==> config.mk <==
export PLATFORM = sky130hd
export DESIGN_NAME = nc_line_renumberer_core
export DESIGN_NICKNAME = d
export VERILOG_FILES = /design/src/design/nclr_pkg.sv /design/src/design/nc_line_renumberer_core.sv /design/src/design/nclr_csr.sv /design/src/design/nclr_front.sv /design/src/design/nclr_queue.sv /design/src/design/nclr_back.sv
export SDC_FILE = /design/constraint.sdc
export NUM_CORES = 1
export LEC_CHECK = 0
export BUFFER_PORTS_ARGS = -buffer_cell sky130_fd_sc_hd__buf_2
export CAP_MARGIN = 40
export CORE_UTILIZATION = 55
export DETAILED_ROUTE_END_ITERATION = 8
export PLACE_DENSITY = 0.75
export SYNTH_ARGS = -nofsm -noshare
export SYNTH_HDL_FRONTEND = slang
export SYNTH_SLANG_ARGS = --single-unit
export TNS_END_PERCENT = 30
==> constraint.sdc <==
create_clock -name clock -period 5.4 [get_ports clock]
set_clock_uncertainty 0.2 [all_clocks]
set_input_delay 1.08 -clock clock [delete_from_list [all_inputs] [get_ports clock]]
set_output_delay 1.08 -clock clock [all_outputs]
set_load 0.02 [all_outputs]
==> src/design/nclr_pkg.sv <==
// ----------------------------------------------------------------------------
// nclr_pkg
// shared types, codes and constants of the line renumberer
// ----------------------------------------------------------------------------
`default_nettype none

package nclr_pkg;

   localparam int COUNTER_DIGITS_DEFAULT = 8;
   localparam int CSR_INDEX_W = 2;
   localparam int CSR_DATA_W = 27;
   localparam int BIN_DIGITS = 9;
   localparam int QUEUE_DEPTH = 4;

   localparam logic [CSR_INDEX_W-1:0] CSR_MODE = 2'd0;
   localparam logic [CSR_INDEX_W-1:0] CSR_START = 2'd1;
   localparam logic [CSR_INDEX_W-1:0] CSR_STEP = 2'd2;

   localparam logic MODE_N_PREFIX = 1'b0;
   localparam logic MODE_BARE_DIGITS = 1'b1;

   localparam logic [7:0] CHAR_N = 8'h4E;
   localparam logic [7:0] CHAR_NL = 8'h0A;
   localparam logic [7:0] CHAR_ZERO = 8'h30;
   localparam logic [7:0] CHAR_NINE = 8'h39;

   // ten in bcd, reset value of start number and step
   localparam logic [7:0] BCD_TEN = 8'h10;

   typedef struct packed {
      logic [7:0] text_byte;
      logic       end_of_text;
   } req_payload_type;

   typedef struct packed {
      logic [7:0] out_byte;
      logic       last_of_run;
   } rsp_payload_type;

   typedef struct packed {
      logic [7:0] text_byte;
      logic       head_v;
      logic       num_v;
      logic       tail_v;
      logic       reload;
   } cmd_type;

   typedef struct packed {
      logic start_load;
      logic update;
   } cfg_ctl_type;

   typedef enum logic [1:0] {
      LP_START  = 2'd0,
      LP_DIGITS = 2'd1,
      LP_REST   = 2'd2
   } line_phase_type;

   typedef enum logic [1:0] {
      BK_HEAD = 2'd0,
      BK_NUM  = 2'd1,
      BK_TAIL = 2'd2
   } back_step_type;

endpackage

`default_nettype wire

==> src/design/nc_line_renumberer_core.sv <==
// ----------------------------------------------------------------------------
// nc_line_renumberer_core
// rewrites line sequence numbers of a machine-tool program byte stream
// ----------------------------------------------------------------------------
// the first result of a byte passes the command queue, then the rsp register
// throughput: one byte per cycle while the queue has room and no register
//    write runs; a number goes out digit by digit, waiting for the registered
//    bcd counter sum if it was just updated; writes to start number or step
//    run a serial bcd conversion and an update, blocking req and csr transfers
// reset (synchronous): mode 0, start number 10, step 10, empty queue
`default_nettype none

module nc_line_renumberer_core #(
   parameter int COUNTER_DIGITS = nclr_pkg::COUNTER_DIGITS_DEFAULT
) (
   input  wire logic                             clock,
   input  wire logic                             reset,
   input  wire logic                             req_valid,
   output logic                                  req_ready,
   input  wire nclr_pkg::req_payload_type        req_payload,
   output logic                                  rsp_valid,
   input  wire logic                             rsp_ready,
   output nclr_pkg::rsp_payload_type             rsp_payload,
   input  wire logic                             csr_valid,
   output logic                                  csr_ready,
   input  wire logic [nclr_pkg::CSR_INDEX_W-1:0] csr_index,
   input  wire logic [nclr_pkg::CSR_DATA_W-1:0]  csr_data
);
   import nclr_pkg::*;

   logic                        mode;
   logic [4*COUNTER_DIGITS-1:0] start_bcd;
   logic [4*COUNTER_DIGITS-1:0] step_bcd;
   cfg_ctl_type                 cfg_ctl;
   logic                        cfg_busy;
   logic                        push;
   cmd_type                     push_cmd;
   logic                        queue_full;
   logic                        pop;
   logic                        head_valid;
   cmd_type                     head_cmd;

   nclr_csr #(
      .COUNTER_DIGITS(COUNTER_DIGITS)
   ) u_csr (
      .clock     (clock),
      .reset     (reset),
      .csr_valid (csr_valid),
      .csr_ready (csr_ready),
      .csr_index (csr_index),
      .csr_data  (csr_data),
      .mode      (mode),
      .start_bcd (start_bcd),
      .step_bcd  (step_bcd),
      .cfg_ctl   (cfg_ctl),
      .busy      (cfg_busy)
   );

   nclr_front u_front (
      .clock       (clock),
      .reset       (reset),
      .req_valid   (req_valid),
      .req_ready   (req_ready),
      .req_payload (req_payload),
      .mode        (mode),
      .queue_full  (queue_full),
      .cfg_busy    (cfg_busy),
      .push        (push),
      .cmd         (push_cmd)
   );

   nclr_queue u_queue (
      .clock      (clock),
      .reset      (reset),
      .push       (push),
      .push_cmd   (push_cmd),
      .full       (queue_full),
      .pop        (pop),
      .head_valid (head_valid),
      .head_cmd   (head_cmd)
   );

   nclr_back #(
      .COUNTER_DIGITS(COUNTER_DIGITS)
   ) u_back (
      .clock       (clock),
      .reset       (reset),
      .cmd_valid   (head_valid),
      .cmd         (head_cmd),
      .cmd_pop     (pop),
      .start_bcd   (start_bcd),
      .step_bcd    (step_bcd),
      .cfg_ctl     (cfg_ctl),
      .rsp_valid   (rsp_valid),
      .rsp_ready   (rsp_ready),
      .rsp_payload (rsp_payload)
   );

endmodule

`default_nettype wire

==> src/design/nclr_csr.sv <==
// ----------------------------------------------------------------------------
// nclr_csr
// configuration registers with a serial binary to bcd converter
// ----------------------------------------------------------------------------
`default_nettype none

module nclr_csr #(
   parameter int COUNTER_DIGITS = nclr_pkg::COUNTER_DIGITS_DEFAULT
) (
   input  wire logic                               clock,
   input  wire logic                               reset,
   input  wire logic                               csr_valid,
   output logic                                    csr_ready,
   input  wire logic [nclr_pkg::CSR_INDEX_W-1:0]   csr_index,
   input  wire logic [nclr_pkg::CSR_DATA_W-1:0]    csr_data,
   output logic                                    mode,
   output logic [4*COUNTER_DIGITS-1:0]             start_bcd,
   output logic [4*COUNTER_DIGITS-1:0]             step_bcd,
   output nclr_pkg::cfg_ctl_type                   cfg_ctl,
   output logic                                    busy
);
   import nclr_pkg::*;

   localparam int BCD_W = 4 * COUNTER_DIGITS;
   localparam int CONV_DIGITS = (COUNTER_DIGITS > BIN_DIGITS) ? COUNTER_DIGITS : BIN_DIGITS;
   localparam int CONV_W = 4 * CONV_DIGITS;
   localparam int CNT_W = $clog2(CSR_DATA_W + 1);

   logic                  mode_ff, mode_in;
   logic [BCD_W-1:0]      start_bcd_ff, start_bcd_in;
   logic [BCD_W-1:0]      step_bcd_ff, step_bcd_in;
   logic                  busy_ff, busy_in;
   logic                  target_start_ff, target_start_in;
   logic [CSR_DATA_W-1:0] bin_ff, bin_in;
   logic [CONV_W-1:0]     conv_ff, conv_in;
   logic [CONV_W-1:0]     adj;
   logic [CNT_W-1:0]      cnt_ff, cnt_in;
   logic                  update_ff, update_in;
   logic                  start_load_ff, start_load_in;
   logic                  wr;

   assign csr_ready = !busy_ff && !update_ff;
   assign wr = csr_valid && csr_ready;

   always_comb begin
      for (int i = 0; i < CONV_DIGITS; i++) begin
         if (conv_ff[4*i +: 4] >= 4'd5) begin
            adj[4*i +: 4] = conv_ff[4*i +: 4] + 4'd3;
         end else begin
            adj[4*i +: 4] = conv_ff[4*i +: 4];
         end
      end
   end

   always_comb begin
      mode_in = mode_ff;
      start_bcd_in = start_bcd_ff;
      step_bcd_in = step_bcd_ff;
      busy_in = busy_ff;
      target_start_in = target_start_ff;
      bin_in = bin_ff;
      conv_in = conv_ff;
      cnt_in = cnt_ff;
      update_in = 1'b0;
      start_load_in = 1'b0;
      if (busy_ff) begin
         conv_in = {adj[CONV_W-2:0], bin_ff[CSR_DATA_W-1]};
         bin_in = {bin_ff[CSR_DATA_W-2:0], 1'b0};
         cnt_in = cnt_ff - CNT_W'(1);
         if (cnt_ff == CNT_W'(1)) begin
            busy_in = 1'b0;
            update_in = 1'b1;
            if (target_start_ff) begin
               start_bcd_in = conv_in[BCD_W-1:0];
               start_load_in = 1'b1;
            end else begin
               step_bcd_in = conv_in[BCD_W-1:0];
            end
         end
      end else if (wr) begin
         case (csr_index)
            CSR_MODE: begin
               mode_in = csr_data[0];
            end
            CSR_START, CSR_STEP: begin
               busy_in = 1'b1;
               target_start_in = (csr_index == CSR_START);
               bin_in = csr_data;
               conv_in = '0;
               cnt_in = CNT_W'(CSR_DATA_W);
            end
            default: begin
            end
         endcase
      end
   end

   always_ff @(posedge clock) begin
      if (reset) begin
         mode_ff <= MODE_N_PREFIX;
         start_bcd_ff <= BCD_W'(BCD_TEN);
         step_bcd_ff <= BCD_W'(BCD_TEN);
         busy_ff <= 1'b0;
         update_ff <= 1'b0;
         start_load_ff <= 1'b0;
      end else begin
         mode_ff <= mode_in;
         start_bcd_ff <= start_bcd_in;
         step_bcd_ff <= step_bcd_in;
         busy_ff <= busy_in;
         update_ff <= update_in;
         start_load_ff <= start_load_in;
      end
   end

   always_ff @(posedge clock) begin
      target_start_ff <= target_start_in;
      bin_ff <= bin_in;
      conv_ff <= conv_in;
      cnt_ff <= cnt_in;
   end

   assign mode = mode_ff;
   assign start_bcd = start_bcd_ff;
   assign step_bcd = step_bcd_ff;
   assign cfg_ctl.start_load = start_load_ff;
   assign cfg_ctl.update = update_ff;
   assign busy = busy_ff || update_ff;

endmodule

`default_nettype wire

==> src/design/nclr_front.sv <==
// ----------------------------------------------------------------------------
// nclr_front
// accepts text bytes, tracks the line phase and issues output commands
// ----------------------------------------------------------------------------
`default_nettype none

module nclr_front (
   input  wire logic                      clock,
   input  wire logic                      reset,
   input  wire logic                      req_valid,
   output logic                           req_ready,
   input  wire nclr_pkg::req_payload_type req_payload,
   input  wire logic                      mode,
   input  wire logic                      queue_full,
   input  wire logic                      cfg_busy,
   output logic                           push,
   output nclr_pkg::cmd_type              cmd
);
   import nclr_pkg::*;

   line_phase_type phase_ff, phase_in;
   logic           pending_ff, pending_in;
   logic           accept;
   logic           is_dig;
   logic           is_nl;
   logic           num_now;
   logic           pend_after;
   line_phase_type rest_phase;

   assign req_ready = !queue_full && !cfg_busy;
   assign accept = req_valid && req_ready;

   always_comb begin
      is_dig = (req_payload.text_byte >= CHAR_ZERO) && (req_payload.text_byte <= CHAR_NINE);
      is_nl = (req_payload.text_byte == CHAR_NL);
      rest_phase = is_nl ? LP_START : LP_REST;
      cmd = '0;
      cmd.text_byte = req_payload.text_byte;
      cmd.reload = req_payload.end_of_text;
      num_now = 1'b0;
      pend_after = pending_ff;
      phase_in = phase_ff;
      case (phase_ff)
         LP_START: begin
            if (mode == MODE_N_PREFIX && req_payload.text_byte == CHAR_N) begin
               cmd.head_v = 1'b1;
               phase_in = LP_DIGITS;
               pend_after = 1'b1;
            end else if (mode == MODE_BARE_DIGITS && is_dig) begin
               phase_in = LP_DIGITS;
               pend_after = 1'b1;
            end else begin
               cmd.head_v = 1'b1;
               phase_in = rest_phase;
            end
         end
         LP_DIGITS: begin
            if (!is_dig) begin
               num_now = pending_ff;
               pend_after = 1'b0;
               cmd.tail_v = 1'b1;
               phase_in = rest_phase;
            end
         end
         default: begin
            cmd.head_v = 1'b1;
            phase_in = rest_phase;
         end
      endcase
      cmd.num_v = num_now || (req_payload.end_of_text && pend_after);
      pending_in = pend_after;
      if (req_payload.end_of_text) begin
         phase_in = LP_START;
         pending_in = 1'b0;
      end
      if (!accept) begin
         phase_in = phase_ff;
         pending_in = pending_ff;
      end
      push = accept && (cmd.head_v || cmd.num_v || cmd.tail_v);
   end

   always_ff @(posedge clock) begin
      if (reset) begin
         phase_ff <= LP_START;
         pending_ff <= 1'b0;
      end else begin
         phase_ff <= phase_in;
         pending_ff <= pending_in;
      end
   end

endmodule

`default_nettype wire

==> src/design/nclr_queue.sv <==
// ----------------------------------------------------------------------------
// nclr_queue
// short command queue between front and back
// ----------------------------------------------------------------------------
`default_nettype none

module nclr_queue (
   input  wire logic              clock,
   input  wire logic              reset,
   input  wire logic              push,
   input  wire nclr_pkg::cmd_type push_cmd,
   output logic                   full,
   input  wire logic              pop,
   output logic                   head_valid,
   output nclr_pkg::cmd_type      head_cmd
);
   import nclr_pkg::*;

   localparam int PTR_W = $clog2(QUEUE_DEPTH);
   localparam int CNT_W = $clog2(QUEUE_DEPTH + 1);

   cmd_type            entries_ff [QUEUE_DEPTH];
   logic [PTR_W-1:0]   wr_ptr_ff, wr_ptr_in;
   logic [PTR_W-1:0]   rd_ptr_ff, rd_ptr_in;
   logic [CNT_W-1:0]   count_ff, count_in;
   logic               do_push;
   logic               do_pop;

   assign full = (count_ff == CNT_W'(QUEUE_DEPTH));
   assign head_valid = (count_ff != '0);
   assign head_cmd = entries_ff[rd_ptr_ff];
   assign do_push = push && !full;
   assign do_pop = pop && head_valid;

   always_comb begin
      wr_ptr_in = do_push ? wr_ptr_ff + PTR_W'(1) : wr_ptr_ff;
      rd_ptr_in = do_pop ? rd_ptr_ff + PTR_W'(1) : rd_ptr_ff;
      count_in = count_ff;
      if (do_push && !do_pop) begin
         count_in = count_ff + CNT_W'(1);
      end else if (do_pop && !do_push) begin
         count_in = count_ff - CNT_W'(1);
      end
   end

   always_ff @(posedge clock) begin
      if (reset) begin
         wr_ptr_ff <= '0;
         rd_ptr_ff <= '0;
         count_ff <= '0;
      end else begin
         wr_ptr_ff <= wr_ptr_in;
         rd_ptr_ff <= rd_ptr_in;
         count_ff <= count_in;
      end
   end

   always_ff @(posedge clock) begin
      if (do_push) begin
         entries_ff[wr_ptr_ff] <= push_cmd;
      end
   end

endmodule

`default_nettype wire

==> src/design/nclr_back.sv <==
// ----------------------------------------------------------------------------
// nclr_back
// runs output commands: bytes, bcd sequence number digits, counter update
// ----------------------------------------------------------------------------
`default_nettype none

module nclr_back #(
   parameter int COUNTER_DIGITS = nclr_pkg::COUNTER_DIGITS_DEFAULT
) (
   input  wire logic                          clock,
   input  wire logic                          reset,
   input  wire logic                          cmd_valid,
   input  wire nclr_pkg::cmd_type             cmd,
   output logic                               cmd_pop,
   input  wire logic [4*COUNTER_DIGITS-1:0]   start_bcd,
   input  wire logic [4*COUNTER_DIGITS-1:0]   step_bcd,
   input  wire nclr_pkg::cfg_ctl_type         cfg_ctl,
   output logic                               rsp_valid,
   input  wire logic                          rsp_ready,
   output nclr_pkg::rsp_payload_type          rsp_payload
);
   import nclr_pkg::*;

   localparam int BCD_W = 4 * COUNTER_DIGITS;
   localparam int LEN_W = $clog2(COUNTER_DIGITS + 1);
   localparam int IDX_W = $clog2(COUNTER_DIGITS);

   back_step_type   step_ff, step_in;
   back_step_type   eff;
   logic [BCD_W-1:0] counter_ff, counter_in;
   logic [BCD_W-1:0] sum_ff, sum_in;
   logic [LEN_W-1:0] len_ff, len_in;
   logic             aux_valid_ff, aux_valid_in;
   logic [BCD_W-1:0] num_ff, num_in;
   logic [LEN_W-1:0] rem_ff, rem_in;
   logic             started_ff, started_in;
   logic             rsp_valid_ff, rsp_valid_in;
   rsp_payload_type  rsp_payload_ff, rsp_payload_in;

   logic [BCD_W-1:0] pre;
   logic [BCD_W:0]   raw;
   logic [BCD_W:0]   carries;
   logic             counter_wr;
   logic             out_free;
   logic             fire;
   logic             last;
   logic [7:0]       out_byte;
   logic [3:0]       digit;
   logic [LEN_W-1:0] remaining;
   logic [LEN_W-1:0] len_dec;
   logic [LEN_W-1:0] rem_dec;
   logic [3:0]       first_digit;
   logic [3:0]       next_digit;

   // counter plus step in bcd, and the digit count of the counter
   always_comb begin
      for (int i = 0; i < COUNTER_DIGITS; i++) begin
         pre[4*i +: 4] = counter_ff[4*i +: 4] + 4'd6;
      end
      raw = {1'b0, pre} + {1'b0, step_bcd};
      carries = raw ^ {1'b0, pre} ^ {1'b0, step_bcd};
      for (int i = 0; i < COUNTER_DIGITS; i++) begin
         if (carries[4*i+4]) begin
            sum_in[4*i +: 4] = raw[4*i +: 4];
         end else begin
            sum_in[4*i +: 4] = raw[4*i +: 4] - 4'd6;
         end
      end
      len_in = LEN_W'(1);
      for (int i = 0; i < COUNTER_DIGITS; i++) begin
         if (counter_ff[4*i +: 4] != 4'd0) begin
            len_in = LEN_W'(i + 1);
         end
      end
   end

   assign len_dec = len_ff - LEN_W'(1);
   assign rem_dec = rem_ff - LEN_W'(1);
   assign first_digit = counter_ff[{len_dec[IDX_W-1:0], 2'b00} +: 4];
   assign next_digit = num_ff[{rem_dec[IDX_W-1:0], 2'b00} +: 4];
   assign out_free = !rsp_valid_ff || rsp_ready;

   always_comb begin
      eff = step_ff;
      if (eff == BK_HEAD && !cmd.head_v) begin
         eff = BK_NUM;
      end
      if (eff == BK_NUM && !cmd.num_v) begin
         eff = BK_TAIL;
      end
      fire = cmd_valid && out_free && !(eff == BK_NUM && !started_ff && !aux_valid_ff);

      step_in = step_ff;
      counter_in = counter_ff;
      counter_wr = 1'b0;
      num_in = num_ff;
      rem_in = rem_ff;
      started_in = started_ff;
      cmd_pop = 1'b0;
      rsp_valid_in = rsp_valid_ff && !rsp_ready;
      rsp_payload_in = rsp_payload_ff;
      out_byte = cmd.text_byte;
      digit = first_digit;
      remaining = len_dec;
      last = 1'b1;

      case (eff)
         BK_HEAD: begin
            last = !cmd.num_v && !cmd.tail_v;
         end
         BK_NUM: begin
            if (started_ff) begin
               digit = next_digit;
               remaining = rem_dec;
            end
            out_byte = CHAR_ZERO | {4'h0, digit};
            last = (remaining == '0) && !cmd.tail_v;
         end
         BK_TAIL: begin
            last = 1'b1;
         end
         default: begin
            last = 1'b1;
         end
      endcase

      if (fire) begin
         rsp_valid_in = 1'b1;
         rsp_payload_in.out_byte = out_byte;
         rsp_payload_in.last_of_run = last;
         case (eff)
            BK_HEAD: begin
               step_in = BK_NUM;
            end
            BK_NUM: begin
               if (!started_ff) begin
                  num_in = counter_ff;
                  counter_in = sum_ff;
                  counter_wr = 1'b1;
               end
               rem_in = remaining;
               started_in = (remaining != '0);
               if (remaining == '0) begin
                  step_in = BK_TAIL;
               end
            end
            default: begin
            end
         endcase
         if (last) begin
            cmd_pop = 1'b1;
            step_in = BK_HEAD;
            started_in = 1'b0;
            if (cmd.reload) begin
               counter_in = start_bcd;
               counter_wr = 1'b1;
            end
         end
      end

      if (cfg_ctl.start_load) begin
         counter_in = start_bcd;
         counter_wr = 1'b1;
      end
      aux_valid_in = !counter_wr && !cfg_ctl.update;
   end

   always_ff @(posedge clock) begin
      if (reset) begin
         step_ff <= BK_HEAD;
         counter_ff <= BCD_W'(BCD_TEN);
         aux_valid_ff <= 1'b0;
         started_ff <= 1'b0;
         rsp_valid_ff <= 1'b0;
      end else begin
         step_ff <= step_in;
         counter_ff <= counter_in;
         aux_valid_ff <= aux_valid_in;
         started_ff <= started_in;
         rsp_valid_ff <= rsp_valid_in;
      end
   end

   always_ff @(posedge clock) begin
      sum_ff <= sum_in;
      len_ff <= len_in;
      num_ff <= num_in;
      rem_ff <= rem_in;
      rsp_payload_ff <= rsp_payload_in;
   end

   assign rsp_valid = rsp_valid_ff;
   assign rsp_payload = rsp_payload_ff;

endmodule

`default_nettype wire

==> results.yml <==
route:
  viasPerCell: 5.772
  via_count: 10580
  routedWlPerCell_um: 17.95
  ant_nets: 0
  drtIter0Drc: 866
  drtPass1Iterations: 5
  drc_errors: 0
  drt_wl_total_mm: 32.90
yosys:
  synth.distinct_cells: 70
  syn-num-nets: 1515
  ys_seq_area_share_pct: 50.52
  synth_edf_count: 157
  ys_async_sr_fraction_pct: 0
  ys_top_cells_by_area: "edfxtp_1 (31%), dfxtp_1 (20%), ha_1 (6.1%)"
  ys_ff_latch: 311
  synth_top_cell_area_share_pct: 30.55
  mappedNetlistArea_sq_mm: 0.01543
  yosys_warnings: 0
  ys.flop_type: "edfxtp_1"
  yosysTopAreaCell: "edfxtp_1"
  synth_area_per_cell_sq_um: 11.06
  netlist_instances: 1395
global_routing:
  grt_max_degree: 46
  antenna_found_initial: 0
  grt_pass1_wl_mm: 52.99
  grt.total_usage_pct: 23.27
  grt_pass1_vias: 10250
  grt_overflow_total: 0
pwr:
  power_mw: 9.062
  p_per_area_mw_per_mm2: 524.9
  p_leak_nw: 6.465
  ir_worst_vdd_mv: 0.2270
clock_network:
  clk_transition_reported_paths_ps: 60
  cts_setup_buffers: 0
  cts_tree: "built"
  clock_latency_ps: 520
  cts_buffers: 34
  postCtsHoldBufs: 0
  clock-root-buffer: "clkbuf_16"
  cts_max_path_buffers: 3
  cts_max_level: 2
  ctsResizeCount: 0
  clock_sinks: 311
worst_setup_path:
  cp_cell_sequence: "inv_1 > ha_1 > inv_1 > ha_1 > a211oi_1 > o211ai_1 > a221oi_1 > o21ai_1 > nand3_1 > a21oi_1 > nor3_1 > xnor2_1 > ha_1 > nor2_1 > o21ai_0 > a21bo_2 > a211oi_1"
  r2r_start: "u_back.counter_ff[1]"
  slowest_delay_ps: 660
  cp_num_buf_inv: 2
  crit_type: "reg2reg"
  slowest_stage: "a221oi_1"
  crit_family: "compound AO/OA/AOI/OAI gates"
  worst_ep_required_time_ps: 5630
  crit_path_end_kind: "register"
  crit_start: "u_back.counter_ff[1]"
  startpoint_type: "register"
  cpMostUsedCell: "ha_1"
  critPathArrivalTime_ps: 4580
  crit_path_max_fanout: 5
finish:
  fin_nets: 1555
  area_growth_pct: 11.87
  design_area_sq_mm: 0.01727
  drive_above_1_share_pct: 14.31
  n_antenna_cell: 0
timing:
  finalMaxSlewViolations: 0
  fin_setup_tns_ps: 0
  tightest_slew_ps: 740.9
  rsz0062_at_grt: "false"
  finalCriticalPeriod_ps: 4346
  report.final.setup_viol: 0
  max_freq_ghz: 0.2301
  hold_violations: 0
  slew_headroom_pct: 49.91
  post-route-period-util_pct: 80.47
flow_run:
  maxCapViolations: 0
die:
  core_area_sq_mm: 0.02725
  dieArea_sq_mm: 0.02874
  pin_count: 55
  die_x_um: 169.5
  die_y_um: 169.5
  rows: 60
  start_util_pct: 56.63
place:
  place_hpwl_mm: 22.74
  placed_cell_area_sq_mm: 0.01605
  gp_congestion: 0.8710
  io_buffers: 54
status:
  outcome: "finished, final reports clean"
min_path:
  hold_path_class: "reg2reg"
  hp-start: "u_csr.start_bcd[29]"
-- cell type report --
class / instances / area, sq um
fillers: 2131 / 9986
flip-flops and latches: 311 / 7799
multi-input cells: 948 / 7084
clock buffers: 49 / 1032
well taps: 372 / 465.4
repair buffers: 70 / 437.9
inverters: 70 / 262.8
clock inverters: 13 / 183.9
-- report_power, final --
part	internal [mW]	leakage (nW)	switching, mW
logic	1.44	3.14	1.85
registers	2.98	2.73	0.312
clock network	1.53	0.596	0.940
-- cells in the mapped netlist, types with 6 or more instances --
cell      count
a22o_1       26
ha_1         75
a211oi_1     34
dfxtp_1     154
o211ai_1      8
nor2_1      134
nand3_1      17
nand4_1       6
and2_1       27
or3_1         6
o21bai_1      6
nand2_1      99
buf_6         7
a31oi_1       7
clkbuf_1     49
a21o_1       10
xnor2_1      57
nor3_1       13
edfxtp_1    157
nand2b_1     19
inv_1        69
o21ai_0      42
or4_1         7
o21a_1       10
mux2i_1      43
mux4_2       28
xor2_1       18
a211oi_2     30
a21oi_1     104
nor2b_1      20
nor4_1        8
mux2_2        8
nor3b_1      18
-- worst paths after layout --
check	end	cells after the start	slack, ps
hold reg to reg	u_csr.start_bcd[29]	2	250
setup reg to reg	u_back.sum_ff[31]	17	1050
hold / removal	u_csr.start_bcd[29]	2	250
setup / recovery	u_back.sum_ff[31]	17	1050
-- tightest hold or removal path, cell delays in order (launching register included) --
cell	delay (ps)
dfxtp_1	310
nand2_1	50
a21oi_1	50
-- cell usage in the layout (no fill, tap or decap), drive strengths merged, types with 49 or more instances in the layout --
| master | netlist | final |
|---|---|---|
| edfxtp | 157 | 157 |
| dfxtp | 154 | 154 |
| nor2 | 134 | 134 |
| a21oi | 106 | 106 |
| nand2 | 99 | 99 |
| ha | 75 | 75 |
| inv | 70 | 70 |
| buf | 17 | 70 |
| a211oi | 64 | 64 |
| xnor2 | 57 | 57 |
| clkbuf | 49 | 49 |
-- kinds of logic after synthesis --
group | Yosys count | share of synthesized area, %
simple gates | 397 | 12.49
compound gates | 315 | 14.45
flops | 311 | 50.52
buf+inv | 136 | 3.729
mux | 80 | 7.629
xor+xnor | 79 | 4.840
fa+ha+maj | 77 | 6.340
-- sequential cells by signal, summed over array words and instances, names as in the netlist, 5 cells and up, named ones only --
signal / cells
u_back.counter_ff: 32
u_back.num_ff: 32
u_back.rsp_payload: 9
u_back.sum_ff: 32
u_csr.bin_ff: 27
u_csr.cnt_ff: 5
u_csr.conv_ff: 32
u_csr.start_bcd: 32
u_csr.step_bcd: 32
u_queue.entries_ff: 48
-- stage by stage --
step | cells | setup slack (ps) | util (%) | hold slack, ps
2_1_floorplan | 1395 | 641.4 | - | 202.1
3_3_place_gp | 1767 | 1095 | 58.62 | 244.0
3_5_place_dp | 1771 | 874.0 | 58.89 | 246.1
4_1_cts | 1833 | 1117 | 63.36 | 254.4
5_1_grt | 1833 | 685.5 | 63.36 | 271.0
6_report | 1833 | 1055 | 63.36 | 252.7
-- per-layer routing --
layer  wire length, um  share of wire (%)  vias up  track usage [%]
met4               509                1.5        0            5.719
met1             15090                 46     5134            32.01
met3              1529                4.6       43            3.638
met2             15770                 48      246            38.58
met5                 0                  0        -                0
li1                  -                  -     5157                -
Power figures use the tool's default switching activity.
